--- src/design/fixed_step_move_toward_target_assert.svh ---
// assertion macros used by the move-toward-target top level design file
`ifndef FIXED_STEP_MOVE_TOWARD_TARGET_ASSERT_SVH
`define FIXED_STEP_MOVE_TOWARD_TARGET_ASSERT_SVH
`ifndef SYNTHESIS
`define FSTM_ASSERT(lbl, clk, rstn, prop) \
    lbl: assert property (@(posedge clk) disable iff (!rstn) prop) \
        else $error("fstm assertion failed");
`define FSTM_ASSERT_NORST(lbl, clk, prop) \
    lbl: assert property (@(posedge clk) prop) else $error("fstm assertion failed");
`else
`define FSTM_ASSERT(lbl, clk, rstn, prop)
`define FSTM_ASSERT_NORST(lbl, clk, prop)
`endif
`endif

--- src/design/fstm_sqrt.sv ---
// pipelined floor square root, one result bit per stage
module fstm_sqrt #(
    parameter int RW = 26
) (
    input  logic            i_clk,
    input  logic            i_en,
    input  logic [2*RW-1:0] i_rad,
    output logic [RW-1:0]   o_root
);
    localparam int REMW = RW + 3;

    logic [2*RW-1:0] r_rad  [RW];
    logic [REMW-1:0] r_rem  [RW];
    logic [RW-1:0]   r_root [RW];

    for (genvar k = 0; k < RW; k++) begin : g_stage
        logic [2*RW-1:0] p_rad;
        logic [REMW-1:0] p_rem;
        logic [RW-1:0]   p_root;
        logic [REMW-1:0] rem_sh;
        logic [REMW-1:0] trial;
        logic            ge;

        if (k == 0) begin : g_first
            assign p_rad  = i_rad;
            assign p_rem  = '0;
            assign p_root = '0;
        end else begin : g_next
            assign p_rad  = r_rad[k-1];
            assign p_rem  = r_rem[k-1];
            assign p_root = r_root[k-1];
        end

        assign rem_sh = {p_rem[REMW-3:0], p_rad[2*(RW-1-k)+1 -: 2]};
        assign trial  = {1'b0, p_root, 2'b01};
        assign ge     = rem_sh >= trial;

        always_ff @(posedge i_clk) begin
            if (i_en) begin
                r_rad[k]  <= p_rad;
                r_rem[k]  <= ge ? (rem_sh - trial) : rem_sh;
                r_root[k] <= {p_root[RW-2:0], ge};
            end
        end
    end

    assign o_root = r_root[RW-1];
endmodule

--- config.mk ---
export PLATFORM = sky130hd
export DESIGN_NAME = fstm_sqrt
export DESIGN_NICKNAME = d
export VERILOG_FILES = /design/src/design/fixed_step_move_toward_target_assert.svh /design/src/design/fstm_sqrt.sv
export SDC_FILE = /design/constraint.sdc
export NUM_CORES = 2
export LEC_CHECK = 0
export ABC_CLOCK_PERIOD_IN_PS = 3400
export CAP_MARGIN = 30
export CELL_PAD_IN_SITES_DETAIL_PLACEMENT = 1
export CELL_PAD_IN_SITES_GLOBAL_PLACEMENT = 1
export CORE_AREA = 2 2 506 508
export DETAILED_ROUTE_END_ITERATION = 10
export DIE_AREA = 0 0 508 510
export DONT_BUFFER_PORTS = 1
export HOLD_SLACK_MARGIN = 0.03
export PLACE_DENSITY = 0.6
export SYNTH_ARGS = -nofsm -noshare
export SYNTH_HDL_FRONTEND = slang
export SYNTH_SLANG_ARGS = --single-unit
--- constraint.sdc ---
create_clock -name i_clk -period 3.4 [get_ports i_clk]
set_clock_uncertainty 0.15 [all_clocks]
set_input_delay 0.17 -clock i_clk [delete_from_list [all_inputs] [get_ports i_clk]]
set_output_delay 0.17 -clock i_clk [all_outputs]
set_load 0.01 [all_outputs]
==> out/summary.txt <==
Status: complete, but fails checks
Failing checks: negative hold slack, negative setup slack
Highest-count cells in the layout ignoring fill and taps: edfxtp_1, inv_1, nand2_1
Remaining Overflow, GRT: 0
Top cell type by total area after synthesis: edfxtp_1
Worst Path Required: 3.87 ns
RSZ-0062 raised after global routing: true
DR vias/cell: 4.66
Worst Setup SP: r_rem[0][126]
Core Area: 253,000 um2
Most common cell after layout, fill and taps aside: edfxtp_1
CP arrival: 4.11 ns
R2R cell count: 11
Worst Max-Slew Pin Slew: 1.46 ns
Tmin final: 3.64 ns
Pwr Total: 58.7 mW
Via count: 46,000
Ys flop type: edfxtp_1
CP Capture Type: flop
Die Ht: 510 um
HP Class: in2reg
Syn Inst Count: 5,826
CTS tree: done
Clock-pin slew on the worst setup and hold paths: 0.06 ns
TritonCTS Buffers: 186
Avg Cell Area, Syn: 13.0 um2
Die area: 259,000 um2
Initial Utilization: 29.9%
Root buf cell: clkbuf_16
Register area share after synthesis: 64.9%
Area contributors post-synth: edfxtp_1, ha_1, xnor2_1
CP Max Fanout: 4
Number of I/O pins: 80
Die width: 508 um
Skew-Pair Late Insertion Delay: 0.84 ns
Vias in the first global route: 48,400
R2r startpoint: r_rem[0][126]
Drt pass-1 iters: 5
Post-route worst setup slack: -0.239 ns
Asr flop ratio synth: 0%
Total track usage: 12.2%
Hold Vio Cnt, Final: 58
Clk buf depth: 3
Crit share post-route: 107%
Post-Syn Nets: 6,259
Hold path start: i_en
Layout area overhead: 20.2%
Total leakage power: 34.6 nW
Final HPWL DP: 114,000 um
Largest net degree at the start of global routing: 207
Synthesis-stage register bit count: 1,640
Max_slew headroom: 2.61%
Initial antenna violation count: 2
Final setup vio count: 41
WHS: -0.107 ns
Clock sinks: 1,640
Place WS: -0.654 ns
PwrDens: 644 nW/um2
DRC errors left: 0
Post-synth EDFFs: 1,640
Final #Nets: 6,786
Total of max-cap violations: 0
Layout Cells excl Fill: 9,874
Placed Instances: 9,363
Crit Path Class: reg2reg
Yosys cell types: 84
DRT iter0 DRCs: 2,048
Share of the synthesized area in the top cell type: 64.9%
# H-tree levels: 4
CP Launch Type: flop
First-pass GRT wire length: 258,000 um
Final ANT Viol Nets: 0
PortBufs: 0
Worst Hold Depth: 2
Routed WL: 163,000 um
Share of cells above drive strength 1: 12.5%
Cell Rows: 185
Synthesis warning total: 0
Max VDD drop: 495 uV
Slew Limit Fails: 0
GP Congestion: 0.852
WL/cell: 16.5 um
Post-Synthesis Cell Area: 75,900 um2
Fmax: 0.275 GHz
==> per-stage QoR <==
stage / hold slack [ns] / setup TNS [ns] / util, % / cell area (um2)
final: -0.107 / -5.86 / 36.0 / 91200
after global placement: 0.119 / -83.92 / 32.4 / 82200
after CTS: -0.0523 / -5.68 / 35.5 / 89900
after global routing: -0.0955 / -12.58 / 36.0 / 91200
after detailed placement: 0.119 / -112.83 / 32.4 / 82200
after floorplan: 0.119 / -1.66 / - / 76000
==> critical path, cell delays in order, from the launching register on <==
cell and delay (ns):
edfxtp_1 0.38, or4_4 0.53, or4_4 0.43, or4_4 0.50
or4_4 0.45, nor4_4 0.28, nand3_4 0.17, buf_4 0.17
buf_6 0.11, nand2_4 0.04, nor3_2 0.04, xor2_1 0.14
==> cell usage after synthesis (all sizes together) (8+ instances only) <==
library cell  instances
o21a                 82
mux2i                 8
a31oi                35
and4                  9
edfxtp             1640
nand4                59
xnor2               259
mux2                 53
a31o                 11
nor2b                56
o21ai               286
o2111ai              10
nand4b                9
or4                  43
and2                 22
o31ai                33
or2                  27
o21bai               24
nand3                86
ha                  379
a21o                133
or3                  57
a2111oi               9
nand2b               80
nor3                130
nor3b                15
a21boi               15
nor2                378
clkbuf               91
xor2                255
nand3b               19
a211oi               27
inv                 482
o311ai                8
o211ai               19
nor4                 85
a21oi               373
nand2               391
and3                 32
==> state kept, by name, summed over array words and instances, names as in the netlist <==
| signal | cells |
|---|---|
| r_rad | 650 |
| r_rem | 639 |
| r_root | 351 |
==> cells by family (layout without fill, tap and decap cells) <==
| logic type | count (synthesis) | in the layout | share of synthesized area, % |
|---|---|---|---|
| other cells | 1 | 3 | 0.00494 |
| fa+ha+maj | 379 | 379 | 6.25 |
| flops | 1640 | 1640 | 64.9 |
| compound gates | 1140 | 1141 | 9.26 |
| buf+inv | 579 | 1258 | 2.88 |
| mux | 61 | 61 | 0.892 |
| xor+xnor | 514 | 514 | 5.93 |
| simple gates | 1512 | 1512 | 9.88 |
==> path summary, 6_finish.rpt <==
path,end,slack (ns)
hold / removal,r_rad[0][237],-0.11
hold reg to reg,r_rad[0][194],0.25
setup reg to reg,r_rem[0][153],-0.24
setup / recovery,r_rem[0][153],-0.24
==> per-layer routing <==
layer  vias up  share of wire [%]  GRT usage (%)
met5         -             0.0086              0
met4         2                2.7           4.08
met3       274                3.3           1.97
met2       563                 49           21.2
met1     22600                 45           15.4
li1      22600                  -              -
==> cell type report <==
cell class                 count  area (um2)
clock buffer                 219        4780
inverter                     482        1810
sequential                  1640       49200
clock inverter               122        1490
tap                         3366        4210
antenna                        2        5.00
fill                       26800      162000
multi-input combinational   3608       25600
timing repair buffer         435        4090
==> report_power, final <==
group,total [mW],internal (mW),switching [mW],leakage [nW]
combinational,11.5,5.16,6.37,15.9
sequential,27.0,25.4,1.59,15.7
clock,20.2,11.8,8.39,2.99
total,58.7,42.4,16.4,34.6
==> repair_timing <==
action | 4_1_cts | 5_1_grt
setup endpoints to repair | 124 | 387
hold buffers | 110 | 8
gates resized for setup | 42 | 167
cloned | 0 | 6
buffers inserted | 9 | 37
pin swaps | 9 | 49
endpoints found under the hold margin | 512 | 37
(Power assumes the default switching activity.)
