==> src/design/fixed_step_move_toward_target_assert.svh <==
// assertion macros used by the move-toward-target top level design file
`ifndef FIXED_STEP_MOVE_TOWARD_TARGET_ASSERT_SVH
`define FIXED_STEP_MOVE_TOWARD_TARGET_ASSERT_SVH
`ifndef SYNTHESIS
`define FSTM_ASSERT(lbl, clk, rstn, prop) \
    lbl: assert property (@(posedge clk) disable iff (!rstn) prop) \
        else $error("fstm assertion failed");
`define FSTM_ASSERT_NORST(lbl, clk, prop) \
    lbl: assert property (@(posedge clk) prop) else $error("fstm assertion failed");
`else
`define FSTM_ASSERT(lbl, clk, rstn, prop)
`define FSTM_ASSERT_NORST(lbl, clk, prop)
`endif
`endif

==> src/design/fstm_pkg.sv <==
// shared constants and register codes for the move-toward-target block
package fstm_pkg;
    localparam int COORD_WIDTH_DEF = 24;
    localparam int CFG_WIDTH = 20;
    localparam int CFG_INDEX_WIDTH = 8;
    localparam int QUOT_WIDTH = CFG_WIDTH + 1;
    localparam logic [CFG_WIDTH-1:0] TOL_RESET = 20'd500;
    localparam logic [CFG_WIDTH-1:0] STEP_RESET = 20'd1000;

    typedef enum logic [CFG_INDEX_WIDTH-1:0] {
        CFG_TOLERANCE   = 8'd0,
        CFG_STEP_LENGTH = 8'd1
    } t_cfg_index;
endpackage

==> src/design/fstm_div.sv <==
// pipelined restoring divider lane, one quotient bit per stage
module fstm_div
    import fstm_pkg::*;
#(
    parameter int NW   = 45,
    parameter int DENW = 26
) (
    input  logic                  i_clk,
    input  logic                  i_en,
    input  logic [NW-1:0]         i_num,
    input  logic [DENW-1:0]       i_den,
    output logic [QUOT_WIDTH-1:0] o_quot
);
    localparam int QW = QUOT_WIDTH;
    localparam int EW = DENW + QW;

    logic [EW-1:0]   r_rem [QW];
    logic [DENW-1:0] r_den [QW];
    logic [QW-1:0]   r_q   [QW];

    for (genvar j = 0; j < QW; j++) begin : g_stage
        logic [EW-1:0]   p_rem;
        logic [DENW-1:0] p_den;
        logic [QW-1:0]   p_q;
        logic [EW-1:0]   shifted;
        logic            ge;

        if (j == 0) begin : g_first
            assign p_rem = EW'(i_num);
            assign p_den = i_den;
            assign p_q   = '0;
        end else begin : g_next
            assign p_rem = r_rem[j-1];
            assign p_den = r_den[j-1];
            assign p_q   = r_q[j-1];
        end

        assign shifted = EW'(p_den) << (QW - 1 - j);
        assign ge      = p_rem >= shifted;

        always_ff @(posedge i_clk) begin
            if (i_en) begin
                r_rem[j] <= ge ? (p_rem - shifted) : p_rem;
                r_den[j] <= p_den;
                r_q[j]   <= {p_q[QW-2:0], ge};
            end
        end
    end

    assign o_quot = r_q[QW-1];
endmodule

==> config.mk <==
export PLATFORM = sky130hd
export DESIGN_NAME = fstm_div
export DESIGN_NICKNAME = d
export VERILOG_FILES = /design/src/design/fixed_step_move_toward_target_assert.svh /design/src/design/fstm_pkg.sv /design/src/design/fstm_div.sv
export SDC_FILE = /design/constraint.sdc
export NUM_CORES = 2
export LEC_CHECK = 0
export BUFFER_PORTS_ARGS = -buffer_cell sky130_fd_sc_hd__clkbuf_2
export CORE_MARGIN = 1.5
export CORE_UTILIZATION = 36
export CTS_CLUSTER_SIZE = 40
export DETAILED_ROUTE_END_ITERATION = 8
export GPL_TIMING_DRIVEN = 0
export PLACE_DENSITY = 0.55
export SETUP_SLACK_MARGIN = 0.02
export SYNTH_ARGS = -nofsm -noshare
export SYNTH_HDL_FRONTEND = slang
export SYNTH_SLANG_ARGS = --single-unit
==> constraint.sdc <==
create_clock -name i_clk -period 4.2 [get_ports i_clk]
set_clock_uncertainty 0.15 [all_clocks]
set_input_delay 0.84 -clock i_clk [delete_from_list [all_inputs] [get_ports i_clk]]
set_output_delay 0.84 -clock i_clk [all_outputs]
set_load 0.1 [all_outputs]
==> results_dict.tcl <==
set metrics [dict create \
    status "finished with violations" \
    violations "negative setup slack" \
    dieHeight_um 504 \
    ys.flop_type "edfxtp_1" \
    fin_ws_ns -0.0834 \
    antenna_found_initial 8 \
    setup_violations 29 \
    drtIter0Drc 3526 \
    grt_pass1_wl_um 360000 \
    grt-ovfl-total 0 \
    drv_slew 0 \
    holdCritPathClass "in2reg" \
    num_rows 183 \
    pwr-share-clk_pct 23.8 \
    seq_power_share_pct 38.3 \
    dp_hpwl_um 184000 \
    cap_violations 0 \
    wl_per_cell_um 20.1 \
    swShare_pct 35.8 \
    worst-setup-path-type "reg2reg" \
    via_per_inst 5.21 \
    areaGrowthSynthToFinish_pct 14.9 \
    cpMostUsedCell "or4_4" \
    vias 61300 \
    crit_path_start_kind "flop" \
    cts_buffers 188 \
    power.total_mw 68.0 \
    cts_tree "built" \
    clock_latency_ns 0.84 \
    grt_pass1_vias 62900 \
    slew_headroom_pct 14.8 \
    final_common_cell "edfxtp_1" \
    die-area_sq_mm 0.254 \
    fin_crit_ns 4.28 \
    start_util_pct 36.3 \
    pin_count 94 \
    hold_viol_final 0 \
    io_buffer_count 93 \
    yosys_register_bits 1691 \
    syn_nets 8560 \
    synth.cell_area_sq_mm 0.0904 \
    routed-wl-met3_um 7150 \
    crit_chain "or4_4 -> or3_4 -> or4b_4 -> or4_4 -> or4_4 -> or3_1 -> a21boi_4 -> nand4bb_1 -> buf_6 -> nor3_2 -> xor2_1" \
    gp_congestion 0.941 \
    period_share_pct 102 \
    core-area_sq_mm 0.249 \
    cts_root_buf "clkbuf_16" \
    layout_common_cells "edfxtp_1, inv_1, nand2_1" \
    rsz0062_at_grt "yes" \
    cp_data_arrival_time_ns 4.71 \
    end_kind "flop" \
    clkSlewWorstSetupHoldPaths_ns 0.06 \
    die-width_um 504 \
    drive_above_1_share_pct 10.0 \
    async_reset_ff_share_pct 0 \
    synth-edff-count 1691 \
    cpPeakStageDelay_ns 0.56 \
    intPower_mw 43.6 \
    p_leak_nw 39.8 \
    cts.sinks 1691 \
    dr.pass1.iters 5 \
    yosys_warnings 0 \
    grt_usage_pct 18.1 \
    combPwrFrac_pct 37.9 \
    ant_nets 0 \
    tns_ns -1.28 \
    htree_num_levels 4 \
    wirelength_um 237000 \
    synth_cell_types 89 \
    max_slew.worst_pin.slew_ns 1.27 \
    worstPathRequired_ns 4.62 \
    routed-wl-met2_um 130000 \
    synth-seq-area-share_pct 56.2 \
    final_nets 8931 \
    wl_met1_um 86400 \
    slowest_stage "or4_4" \
    avgSynthCellArea_sq_um 11.4 \
    power_switching_mw 24.4 \
    peakVddDrop_uv 429 \
    powerDensity_mw_per_mm2 654 \
    fmax_mhz 233 \
    drc 0 \
    highest_layer "met4" \
    synthCells 7922 \
    cts_buffer_depth 3 \
    critical_path.max_fanout 7 \
    grt_max_degree 126 \
]
[final timing paths]
kind                                     from            end  slack [ns]  cells past startpoint
worst max-delay path            r_rem[4][129]  r_rem[4][185]       -0.08                     11
worst min-delay path                i_den[17]   r_den[0][17]        0.08                      1
worst max register to register  r_rem[4][129]  r_rem[4][185]       -0.08                     11
worst min register to register    r_q[0][109]    r_q[0][131]        0.25                      0
[critical path: cells and delay by family (launching register included)]
kind | cells | cell delay [ns]
buffers and inverters | 1 | 0.18
XOR/XNOR | 1 | 0.14
AO/OA/AOI/OAI | 1 | 0.21
AND/OR/NAND/NOR | 8 | 2.95
flip-flops | 1 | 0.40
[sequential cells by signal (all words and copies together) (netlist names)]
name	cells
r_rem	940
r_den	520
r_q	231
[cells in the mapped netlist, types with 57 or more instances]
| master | instances | area, sq um |
|---|---|---|
| a21oi_1 | 574 | 2870 |
| nand2_1 | 610 | 2290 |
| inv_1 | 704 | 2640 |
| ha_1 | 545 | 6820 |
| xnor2_1 | 352 | 3080 |
| nor4_1 | 124 | 776 |
| nand4_1 | 106 | 663 |
| mux2_2 | 79 | 890 |
| xor2_1 | 270 | 2360 |
| o31ai_1 | 61 | 458 |
| clkbuf_1 | 168 | 631 |
| and3_1 | 57 | 357 |
| o21bai_1 | 57 | 428 |
| nor2b_1 | 76 | 475 |
| o21a_1 | 84 | 631 |
| o21ai_0 | 536 | 2680 |
| nor3_1 | 138 | 691 |
| nand2b_1 | 99 | 619 |
| nand3_1 | 133 | 666 |
| edfxtp_1 | 1691 | 50800 |
| nor2_1 | 495 | 1860 |
| a21o_1 | 276 | 2070 |
[power groups by stage]
| stage | clock (mW) | sequential (mW) | combinational (mW) |
|---|---|---|---|
| 6_report | 16.1 | 26.0 | 25.8 |
| 5_1_grt | 17.3 | 26.4 | 28.6 |
| 4_1_cts | 16.6 | 26.0 | 25.2 |
| 3_5_place_dp | 0 | 26.3 | 24.6 |
| 3_3_place_gp | 0 | 27.4 | 24.2 |
| 2_1_floorplan | 0 | 25.3 | 18.5 |
[through the flow]
| step | hold slack [ns] | setup slack (ns) | utilization (%) | cell area, sq um | std cells |
|---|---|---|---|---|---|
| 2_1_floorplan | 0.250 | 0.0942 | - | 90400 | 7922 |
| 3_3_place_gp | 0.250 | -27.82 | 38.2 | 95000 | 11300 |
| 3_5_place_dp | 0.255 | -2.04 | 38.4 | 95600 | 11400 |
| 4_1_cts | 0.00000211 | -0.0447 | 41.3 | 103000 | 11800 |
| 5_1_grt | 0.0120 | -0.125 | 41.7 | 104000 | 11800 |
| 6_report | 0.0797 | -0.0834 | 41.7 | 104000 | 11800 |
[metal layers]
metal,vias up,track usage (%)
li1,30000,-
met1,29700,18.2
met2,1179,35.8
met3,504,2.32
met4,0,9.65
met5,-,0
[area by class of cell]
cell class	count	area [sq um]
Antenna cell	2	5.00
Buffer	176	931
Clock buffer	231	4870
Clock inverter	116	1220
Fill cell	23400	145000
Inverter	704	2660
Multi-Input combinational cell	5333	37400
Sequential cell	1691	50800
Tap cell	3330	4170
Timing Repair Buffer	199	1800
[cells by family after synthesis]
family                   Yosys count  share of synthesized area, %
AO/OA/AOI/OAI                   1946                          13.4
XOR/XNOR                         622                          6.03
adder cells (fa/ha/maj)          565                          7.99
buffers and inverters            898                          3.76
flip-flops                      1691                          56.2
multiplexers                      96                          1.21
AND/OR/NAND/NOR                 2104                          11.5
[timing repair]
item | in CTS | in global routing
hold buffers | 32 | 0
buffers inserted | 22 | 30
endpoints found under the setup margin | 680 | 399
pin swaps | 26 | 28
gates cloned | 0 | 3
hold endpoints to repair | 32 | 0
resized for setup | 229 | 175
Power figures use the tool's default switching activity.
